## src/hw/rtl/aoc_pkg.sv

```systemverilog
// aoc_pkg: shared widths, types and helpers for the box overlap classifier
// no dependencies
package aoc_pkg;

  localparam int unsigned CoordW = 32;
  localparam int unsigned PushW  = CoordW + 1;

  typedef logic signed [CoordW-1:0] coord_t;
  typedef logic signed [PushW-1:0]  push_t;
  typedef logic [PushW-1:0]         push_mag_t;

  // per-axis classification handed to the top level
  typedef struct packed {
    logic      hit;
    logic      far_edge;
    logic      near_edge;
    push_t     d_far;
    push_t     d_near;
    push_mag_t mag_far;
    push_mag_t mag_near;
  } axis_res_t;

  function automatic push_mag_t push_mag(input push_t v);
    push_t neg;
    neg = -v;
    return v[PushW-1] ? push_mag_t'(neg) : push_mag_t'(v);
  endfunction

endpackage

```

## src/hw/rtl/aoc_axis.sv

```systemverilog
// aoc_axis: overlap, edge crossing and push-out candidates for one axis
// depends on aoc_pkg
module aoc_axis import aoc_pkg::*; (
  input  coord_t    a0_i,
  input  coord_t    a1_i,
  input  coord_t    b0_i,
  input  coord_t    b1_i,
  output axis_res_t res_o
);

  logic contained, covers, cross_far, cross_near, hit;
  push_t d_far, d_near;

  assign contained  = (a0_i >= b0_i) && (a1_i <= b1_i);
  assign covers     = (a0_i <= b0_i) && (a1_i >= b1_i);
  assign cross_far  = (a0_i < b1_i) && (a1_i > b1_i);
  assign cross_near = (a0_i < b0_i) && (a1_i > b0_i);
  assign hit        = contained || covers || cross_far || cross_near;

  // exact 33-bit differences
  assign d_far  = push_t'({b1_i[CoordW-1], b1_i}) - push_t'({a0_i[CoordW-1], a0_i});
  assign d_near = push_t'({b0_i[CoordW-1], b0_i}) - push_t'({a1_i[CoordW-1], a1_i});

  always_comb begin
    res_o.hit       = hit;
    res_o.far_edge  = hit && cross_far;
    res_o.near_edge = hit && !cross_far && cross_near;
    res_o.d_far     = d_far;
    res_o.d_near    = d_near;
    res_o.mag_far   = push_mag(d_far);
    res_o.mag_near  = push_mag(d_near);
  end

endmodule

```

## src/hw/rtl/aabb_overlap_classify_unit.sv

```systemverilog
// aabb_overlap_classify_unit: two-box overlap test with minimum push-out
// depends on aoc_pkg and aoc_axis
//
// usage:
// - input channel: in_valid_i / in_stall_o carries the corners of boxes a and b;
//   a transaction completes on a rising edge with in_valid_i high and in_stall_o low
// - output channel: out_valid_o / out_stall_i carries hit flags, edge flags,
//   axis marks and signed push-out distances, one result per input transaction
// - the path is an input register, then one pass of compare and
//   subtract logic per axis feeding the result register
// - throughput is one transaction per cycle while out_stall_i is low; the input register
//   can still take an item while a finished result waits in the result register
// - when out_stall_i is high with a result waiting, the result holds and the
//   input register fills; in_stall_o rises only when both stages are full
// - reset clears both valid flags; no result is lost or repeated across a stall
// - push values are zero and both marks are low unless both axes overlap
module aabb_overlap_classify_unit import aoc_pkg::*; (
  input  logic                     clk_i,
  input  logic                     rst_ni,
  input  logic                     in_valid_i,
  output logic                     in_stall_o,
  input  logic signed [CoordW-1:0] a_x_min_i,
  input  logic signed [CoordW-1:0] a_y_min_i,
  input  logic signed [CoordW-1:0] a_x_max_i,
  input  logic signed [CoordW-1:0] a_y_max_i,
  input  logic signed [CoordW-1:0] b_x_min_i,
  input  logic signed [CoordW-1:0] b_y_min_i,
  input  logic signed [CoordW-1:0] b_x_max_i,
  input  logic signed [CoordW-1:0] b_y_max_i,
  output logic                     out_valid_o,
  input  logic                     out_stall_i,
  output logic                     hit_x_o,
  output logic                     hit_y_o,
  output logic                     edge_right_o,
  output logic                     edge_left_o,
  output logic                     edge_bottom_o,
  output logic                     edge_top_o,
  output logic                     push_x_marked_o,
  output logic                     push_y_marked_o,
  output logic signed [PushW-1:0]  push_x_o,
  output logic signed [PushW-1:0]  push_y_o
);

  // input register
  logic   s1_valid_q, s1_valid_d;
  coord_t ax0_q, ay0_q, ax1_q, ay1_q, bx0_q, by0_q, bx1_q, by1_q;
  logic   in_load, s1_stall, out_load;

  // result register
  logic      out_valid_q, out_valid_d;
  logic      hit_x_q, hit_y_q, er_q, el_q, eb_q, et_q, mx_q, my_q;
  push_t     px_q, py_q;
  logic      mx_d, my_d, full_hit;
  push_t     px_d, py_d;
  push_mag_t px_mag, py_mag;

  axis_res_t x_res, y_res;

  assign s1_stall   = out_valid_q && out_stall_i;
  assign in_stall_o = s1_valid_q && s1_stall;
  assign in_load    = in_valid_i && !in_stall_o;
  assign out_load   = s1_valid_q && !s1_stall;

  assign s1_valid_d  = in_load ? 1'b1 : (s1_stall ? s1_valid_q : 1'b0);
  assign out_valid_d = out_load ? 1'b1 : (out_stall_i ? out_valid_q : 1'b0);

  always_ff @(posedge clk_i or negedge rst_ni) begin
    if (!rst_ni) begin
      s1_valid_q  <= 1'b0;
      out_valid_q <= 1'b0;
    end else begin
      s1_valid_q  <= s1_valid_d;
      out_valid_q <= out_valid_d;
    end
  end

  always_ff @(posedge clk_i) begin
    if (in_load) begin
      ax0_q <= a_x_min_i;
      ay0_q <= a_y_min_i;
      ax1_q <= a_x_max_i;
      ay1_q <= a_y_max_i;
      bx0_q <= b_x_min_i;
      by0_q <= b_y_min_i;
      bx1_q <= b_x_max_i;
      by1_q <= b_y_max_i;
    end
  end

  aoc_axis u_axis_x (
    .a0_i  (ax0_q),
    .a1_i  (ax1_q),
    .b0_i  (bx0_q),
    .b1_i  (bx1_q),
    .res_o (x_res)
  );

  aoc_axis u_axis_y (
    .a0_i  (ay0_q),
    .a1_i  (ay1_q),
    .b0_i  (by0_q),
    .b1_i  (by1_q),
    .res_o (y_res)
  );

  // x prefers the far candidate only when strictly smaller, y the near one
  always_comb begin
    full_hit = x_res.hit && y_res.hit;
    if (x_res.mag_far < x_res.mag_near) begin
      px_mag = x_res.mag_far;
      px_d   = x_res.d_far;
    end else begin
      px_mag = x_res.mag_near;
      px_d   = x_res.d_near;
    end
    if (y_res.mag_near < y_res.mag_far) begin
      py_mag = y_res.mag_near;
      py_d   = y_res.d_near;
    end else begin
      py_mag = y_res.mag_far;
      py_d   = y_res.d_far;
    end
    mx_d = full_hit && (px_mag <= py_mag);
    my_d = full_hit && (py_mag <= px_mag);
    if (!full_hit) begin
      px_d = '0;
      py_d = '0;
    end
  end

  always_ff @(posedge clk_i) begin
    if (out_load) begin
      hit_x_q <= x_res.hit;
      hit_y_q <= y_res.hit;
      er_q    <= x_res.far_edge;
      el_q    <= x_res.near_edge;
      eb_q    <= y_res.far_edge;
      et_q    <= y_res.near_edge;
      mx_q    <= mx_d;
      my_q    <= my_d;
      px_q    <= px_d;
      py_q    <= py_d;
    end
  end

  assign out_valid_o     = out_valid_q;
  assign hit_x_o         = hit_x_q;
  assign hit_y_o         = hit_y_q;
  assign edge_right_o    = er_q;
  assign edge_left_o     = el_q;
  assign edge_bottom_o   = eb_q;
  assign edge_top_o      = et_q;
  assign push_x_marked_o = mx_q;
  assign push_y_marked_o = my_q;
  assign push_x_o        = px_q;
  assign push_y_o        = py_q;

  // no input is taken while both stages are full and the output is stalled
  a_no_overrun : assert property (@(posedge clk_i) disable iff (!rst_ni)
    s1_valid_q && out_valid_q && out_stall_i |-> in_stall_o)
    else $error("input accepted with both stages full");

  // a held result survives into the next cycle
  a_result_kept : assert property (@(posedge clk_i) disable iff (!rst_ni)
    out_valid_q && out_stall_i |=> out_valid_q && $stable(px_q) && $stable(py_q))
    else $error("stalled result lost or changed");

  // without overlap on both axes nothing is pushed or marked
  a_no_push : assert property (@(posedge clk_i) disable iff (!rst_ni)
    out_valid_q && !(hit_x_q && hit_y_q) |->
      px_q == '0 && py_q == '0 && !mx_q && !my_q)
    else $error("push reported without full overlap");

  // with full overlap at least one axis is marked, and edge flags are exclusive
  a_marks : assert property (@(posedge clk_i) disable iff (!rst_ni)
    out_valid_q |-> ((hit_x_q && hit_y_q) == (mx_q || my_q)) &&
      !(er_q && el_q) && !(eb_q && et_q))
    else $error("inconsistent marks or edge flags");

endmodule
```

## config.mk

```make
export PLATFORM = sky130hd
export DESIGN_NAME = aabb_overlap_classify_unit
export DESIGN_NICKNAME = d
export VERILOG_FILES = /design/src/hw/rtl/aoc_pkg.sv /design/src/hw/rtl/aoc_axis.sv /design/src/hw/rtl/aabb_overlap_classify_unit.sv
export SDC_FILE = /design/constraint.sdc
export NUM_CORES = 1
export LEC_CHECK = 0
export BUFFER_PORTS_ARGS = -buffer_cell sky130_fd_sc_hd__clkbuf_2
export CORE_MARGIN = 8
export CORE_UTILIZATION = 37
export CTS_BUF_LIST = sky130_fd_sc_hd__clkbuf_8
export CTS_CLUSTER_SIZE = 28
export DETAILED_ROUTE_END_ITERATION = 7
export PLACE_DENSITY = 0.56
export SYNTH_ARGS = -nofsm -noshare
export SYNTH_HDL_FRONTEND = slang
export SYNTH_HIERARCHICAL = 1
export SYNTH_SLANG_ARGS = --single-unit
export TNS_END_PERCENT = 30
```

## constraint.sdc

```tcl
create_clock -name clk_i -period 9.8 [get_ports clk_i]
set_input_delay 0.98 -clock clk_i [delete_from_list [all_inputs] [get_ports clk_i]]
set_output_delay 0.98 -clock clk_i [all_outputs]
set_load 0.05 [all_outputs]
```

# Yosys cells after proc, flatten, opt, wreduce, memory -nomap -nowiden
# Index checks and enable logic that the tools add are counted.
[op_classes]
eq_ne = 2
addsub = 8
n_mux = 12
n_lt_le_gt_ge = 20
n_reduce_logical = 31
[ops]
columns = ["operator", "count"]
rows = [
  ["$mux W33", 8],
  ["$neg A33 Y33", 4],
  ["$sub A32 B32 Y33", 4],
  ["$ge A32 B32 Y1", 4],
  ["$gt A32 B32 Y1", 4],
  ["$le A32 B32 Y1", 4],
  ["$lt A32 B32 Y1", 4],
  ["$le A33 B33 Y1", 2],
  ["$lt A33 B33 Y1", 2],
  ["$logic_and A1 B1 Y1", 21],
  ["$logic_or A1 B1 Y1", 6],
  ["$logic_not A1 Y1", 4],
  ["$mux W1", 4],
  ["$ne A2 B1 Y1 const B", 1],
  ["$ne A2 B2 Y1 const B", 1],
]
[word_totals]
in_bits = 260
regBits = 332
out_inout_bits = 76

# Depth between registers and ports, before layout
[depth]
depth_word = 7
mapped_depth = 33
depth_no_buf = 30

# Hierarchy
# The synthesis kept the hierarchy.
[modules_own_cells]
columns = ["module", "cells_each", "area_per_inst_um2", "seq_area_each_um2", "instances"]
rows = [
  ["aabb_overlap_classify_unit", 997, 14373.8, 9959.6, 1],
  ["aoc_axis (u_axis_x)", 1141, 7603.5, 0.0, 1],
  ["aoc_axis (u_axis_y)", 1083, 7173.1, 0.0, 1],
]

# Worst setup path before layout
# No wires, ideal clock.
[synth_timing]
path_kind = "input -> register"
from = "input out_stall_i"
to = "register ax0_q[0], enable pin"
path_slack_ns = 2.208
path_buffers = 0
setup_ns = 0.651
cell_stages = 2
t_arrival_ns = 6.941
cell_sequence = "nand3_1 > and2_1"
[synth_via]
elab_chain_cells = 4
[synth_rtl]
columns = ["item", "line_no", "source"]
rows = [
  ["from (decl)", "aabb_overlap_classify_unit.sv:31", "input logic out_stall_i,"],
  ["$logic_and A1 B1 Y1", "aabb_overlap_classify_unit.sv:59", "assign s1_stall = out_valid_q && out_stall_i;"],
  ["$logic_and A1 B1 Y1", "aabb_overlap_classify_unit.sv:60", "assign in_stall_o = s1_valid_q && s1_stall;"],
  ["$logic_not A1 Y1", "aabb_overlap_classify_unit.sv:61", "assign in_load = in_valid_i && !in_stall_o;"],
  ["$logic_and A1 B1 Y1", "aabb_overlap_classify_unit.sv:61", ""],
  ["named net in_load", "aabb_overlap_classify_unit.sv:47", "logic in_load, s1_stall, out_load;"],
  ["to (signal assigned)", "aabb_overlap_classify_unit.sv:79", "ax0_q <= a_x_min_i;"],
  ["to (decl)", "aabb_overlap_classify_unit.sv:46", "coord_t ax0_q, ay0_q, ax1_q, ay1_q, bx0_q, by0_q, bx1_q, by1_q;"],
]
# The timed path passes the listed nets, and every way through them passes these cells.
# A chain may end at the register's enable or synchronous reset.

==> impl_metrics.py <==
metrics = {
    "run_status": {
        "status": "completed",
    },
    "place": {
        "place_congestion": 0.928,
        "portBuffers": 335,
        "hpwlAfterDp_mm": 78.7,
        "dp_slack_ps": 680,
    },
    "setup_path": {
        "cp_slowest_cell": "a2111oi_0",
        "critPathCaptureType": "register",
        "reg2reg_from": "by1_q[0]",
        "reg2reg_slack_ps": 690,
        "critPathKind": "reg -> reg",
        "r2r-end": "push_y_marked_o",
        "start_kind": "register",
        "r2r_cells": 30,
        "cp_data_required_time_ps": 10170,
        "worst_ep_arrival_time_ps": 9480,
        "crit_fanout": 24,
        "path_common_cell": "a21oi_1",
        "max_stage_delay_ps": 810,
    },
    "timing": {
        "fin_ws_ps": 695,
        "finalSetupViolCount": 0,
        "drv_slew": 0,
        "fin_skew_ps": 53.9,
        "min_period_ps": 9110,
        "finalCritPeriodShare_pct": 92.9,
        "timing.fmax_mhz": 110,
        "rsz0062_at_grt": "no",
        "worst_slew_pin_slew_ps": 1110,
        "tns_ps": 0,
        "hold_viol": 0,
        "slew_headroom_pct": 25.5,
    },
    "floorplanning": {
        "num_io_pins": 336,
        "std_cell_rows": 103,
        "die_h_um": 297,
        "start_util_pct": 37.1,
        "core_mm2": 0.0785,
        "design.die.area_mm2": 0.0880,
        "die_w_um": 297,
    },
    "finish": {
        "fillers": 7863,
        "finalNetCount": 4160,
        "final_cell_mix": "429 x inv_1, 361 x ha_1, 335 x clkbuf_2",
        "syn2layout_area_growth_pct": 13.3,
        "drive_above_1_share_pct": 15.1,
        "fin_util_pct": 42.1,
        "final_common_cell": "inv_1",
    },
    "power_and_ir_drop": {
        "clock_power_share_pct": 17.4,
        "p_comb_share_pct": 56.7,
        "internal_power_uw": 3930,
        "p_leak_uw": 0.0151,
        "swShare_pct": 46.5,
        "powerDensity_mw_per_mm2": 223,
        "power_frac_seq_pct": 26.0,
        "p_sw_uw": 3410,
        "peakVddDrop_mv": 0.140,
    },
    "grt": {
        "grt_use_total_pct": 20.9,
        "antenna_found_initial": 3,
        "overflow": 0,
        "grt_pass1_vias": 24300,
        "grt_pass1_wl_mm": 143,
        "grt_max_degree": 75,
    },
    "logic_synthesis": {
        "yosysWarningCount": 6,
        "ys_seq_elements": 332,
        "synthCells": 3221,
        "avgSynthCellArea_um2": 9.05,
        "synth.net_count": 3846,
        "synth_edf_count": 330,
        "syn_area_mm2": 0.0292,
        "yosysUniqueCellTypes": 101,
        "synth-seq-area-share_pct": 34.2,
        "async_reset_ff_share_pct": 0.602,
        "ys.flop_type": "edfxtp_1",
    },
    "run": {
        "max_cap_viol_count": 0,
    },
    "clock_tree": {
        "clock_latency_ps": 670,
        "cts.sinks": 332,
        "clock_path_buffers": 3,
        "numCtsBuffers": 59,
        "clockRootBuffer": "clkbuf_8",
        "clk_pin_slew_ps": 70,
        "cts_tree": "yes",
        "hold_buffers": 0,
        "htree_levels": 2,
        "postCtsSetupRepairBufs": 0,
        "ctsResizeCount": 0,
    },
    "route": {
        "viasPerCell": 5.40,
        "wl_per_cell_um": 20.5,
        "drtPass1Iterations": 5,
        "totalWireLength_mm": 94.9,
        "ant_nets": 0,
        "drc": 0,
        "drtIter0Drc": 1911,
        "vias": 25000,
    },
    "hold_path": {
        "hold_path_class": "in -> async",
    },
}
==> worst max-delay path, delay by kind of cell, from the launching register on <==
kind | cells | cell delay (ps)
flip-flops | 1 | 390
AND/OR/NAND/NOR | 5 | 2190
multiplexers | 1 | 400
adder cells (fa/ha/maj) | 4 | 1130
XOR/XNOR | 2 | 710
buffers and inverters | 4 | 630
AO/OA/AOI/OAI | 14 | 3370
==> cell usage after synthesis (28+ instances only) <==
cell type	instances	area share, %
a31oi_1	33	0.71
inv_1	411	5.3
edfxtp_1	330	34
nor2_1	182	2.3
o21ai_0	137	2.4
ha_1	361	15
nand2_1	225	2.9
xor2_1	95	2.9
mux2i_1	42	1.4
mux2_2	34	1.3
clkbuf_1	63	0.81
a21oi_1	333	5.7
nor3_1	68	1.2
nand3_1	82	1.4
nand4_1	72	1.5
a21o_1	103	2.7
o21ai_1	35	0.60
o21a_1	28	0.72
xnor2_1	112	3.4
==> stage by stage <==
| step | instance area, µm² | std cells | hold slack, ps | power (µW) |
|---|---|---|---|---|
| 4_1_cts | 33000 | 4632 | 53.9 | 7390 |
| 2_1_floorplan | 29200 | 3221 | 443 | 4930 |
| 3_3_place_gp | 31900 | 4523 | 479 | 6080 |
| 6_report | 33000 | 4634 | 110 | 7350 |
| 5_1_grt | 33000 | 4634 | 67.5 | 7890 |
| 3_5_place_dp | 31900 | 4523 | 479 | 6060 |
==> state kept, by name (all words and copies together) (netlist names), 32 cells and up <==
register	flops
ay1_q	32
ax0_q	32
by0_q	32
push_x_o	33
push_y_o	33
bx0_q	32
by1_q	32
ax1_q	32
bx1_q	32
ay0_q	32
==> area by class of cell <==
class / instances / area, µm² / area share, %
Antenna cell: 1 / 2.50 / 0.00758
Clock buffer: 59 / 812 / 2.46
Clock inverter: 50 / 339 / 1.03
Inverter: 411 / 1540 / 4.67
Multi-Input combinational cell: 2373 / 17200 / 52.1
Sequential cell: 332 / 9960 / 30.2
Tap cell: 1050 / 1310 / 3.98
Timing Repair Buffer: 358 / 1850 / 5.60
==> routing by layer <==
| metal | track usage, % | part of all wire (%) | up-vias |
|---|---|---|---|
| met5 | 0 | 0.024 | - |
| met4 | 4.22 | 1.8 | 4 |
| met3 | 2.58 | 5.6 | 89 |
| met2 | 33.8 | 46 | 698 |
| met1 | 29.8 | 47 | 11900 |
| li1 | - | - | 12400 |
==> logic make-up (layout without fill, tap and decap cells) <==
logic type	Yosys count	in the layout	synth area share (%)
AND/OR/NAND/NOR	839	840	14.7
adder cells (fa/ha/maj)	365	365	15.8
multiplexers	83	83	3.10
AO/OA/AOI/OAI	878	878	19.0
flip-flops	332	332	34.2
other	0	1	0
buffers and inverters	517	878	6.99
XOR/XNOR	207	207	6.22
==> power groups by stage <==
stage | Sequential [µW] | Combinational, µW | Clock (µW)
floorplan | 2270 | 2660 | 0
global placement | 1940 | 4140 | 0
detailed placement | 1940 | 4120 | 0
CTS | 1920 | 4140 | 1330
global route | 1930 | 4580 | 1380
finish | 1910 | 4160 | 1280
==> worst max path at each step <==
stage          depth (start not counted)              end   startpoint
2_1_floorplan                          2         ax0_q[0]  out_stall_i
3_3_place_gp                          30  push_y_marked_o     by1_q[0]
3_5_place_dp                          30  push_y_marked_o     by1_q[0]
4_1_cts                               30  push_y_marked_o     by1_q[0]
5_1_grt                               30  push_y_marked_o     by1_q[0]
6_report                              30  push_y_marked_o     by1_q[0]
(Power assumes the default switching activity.)
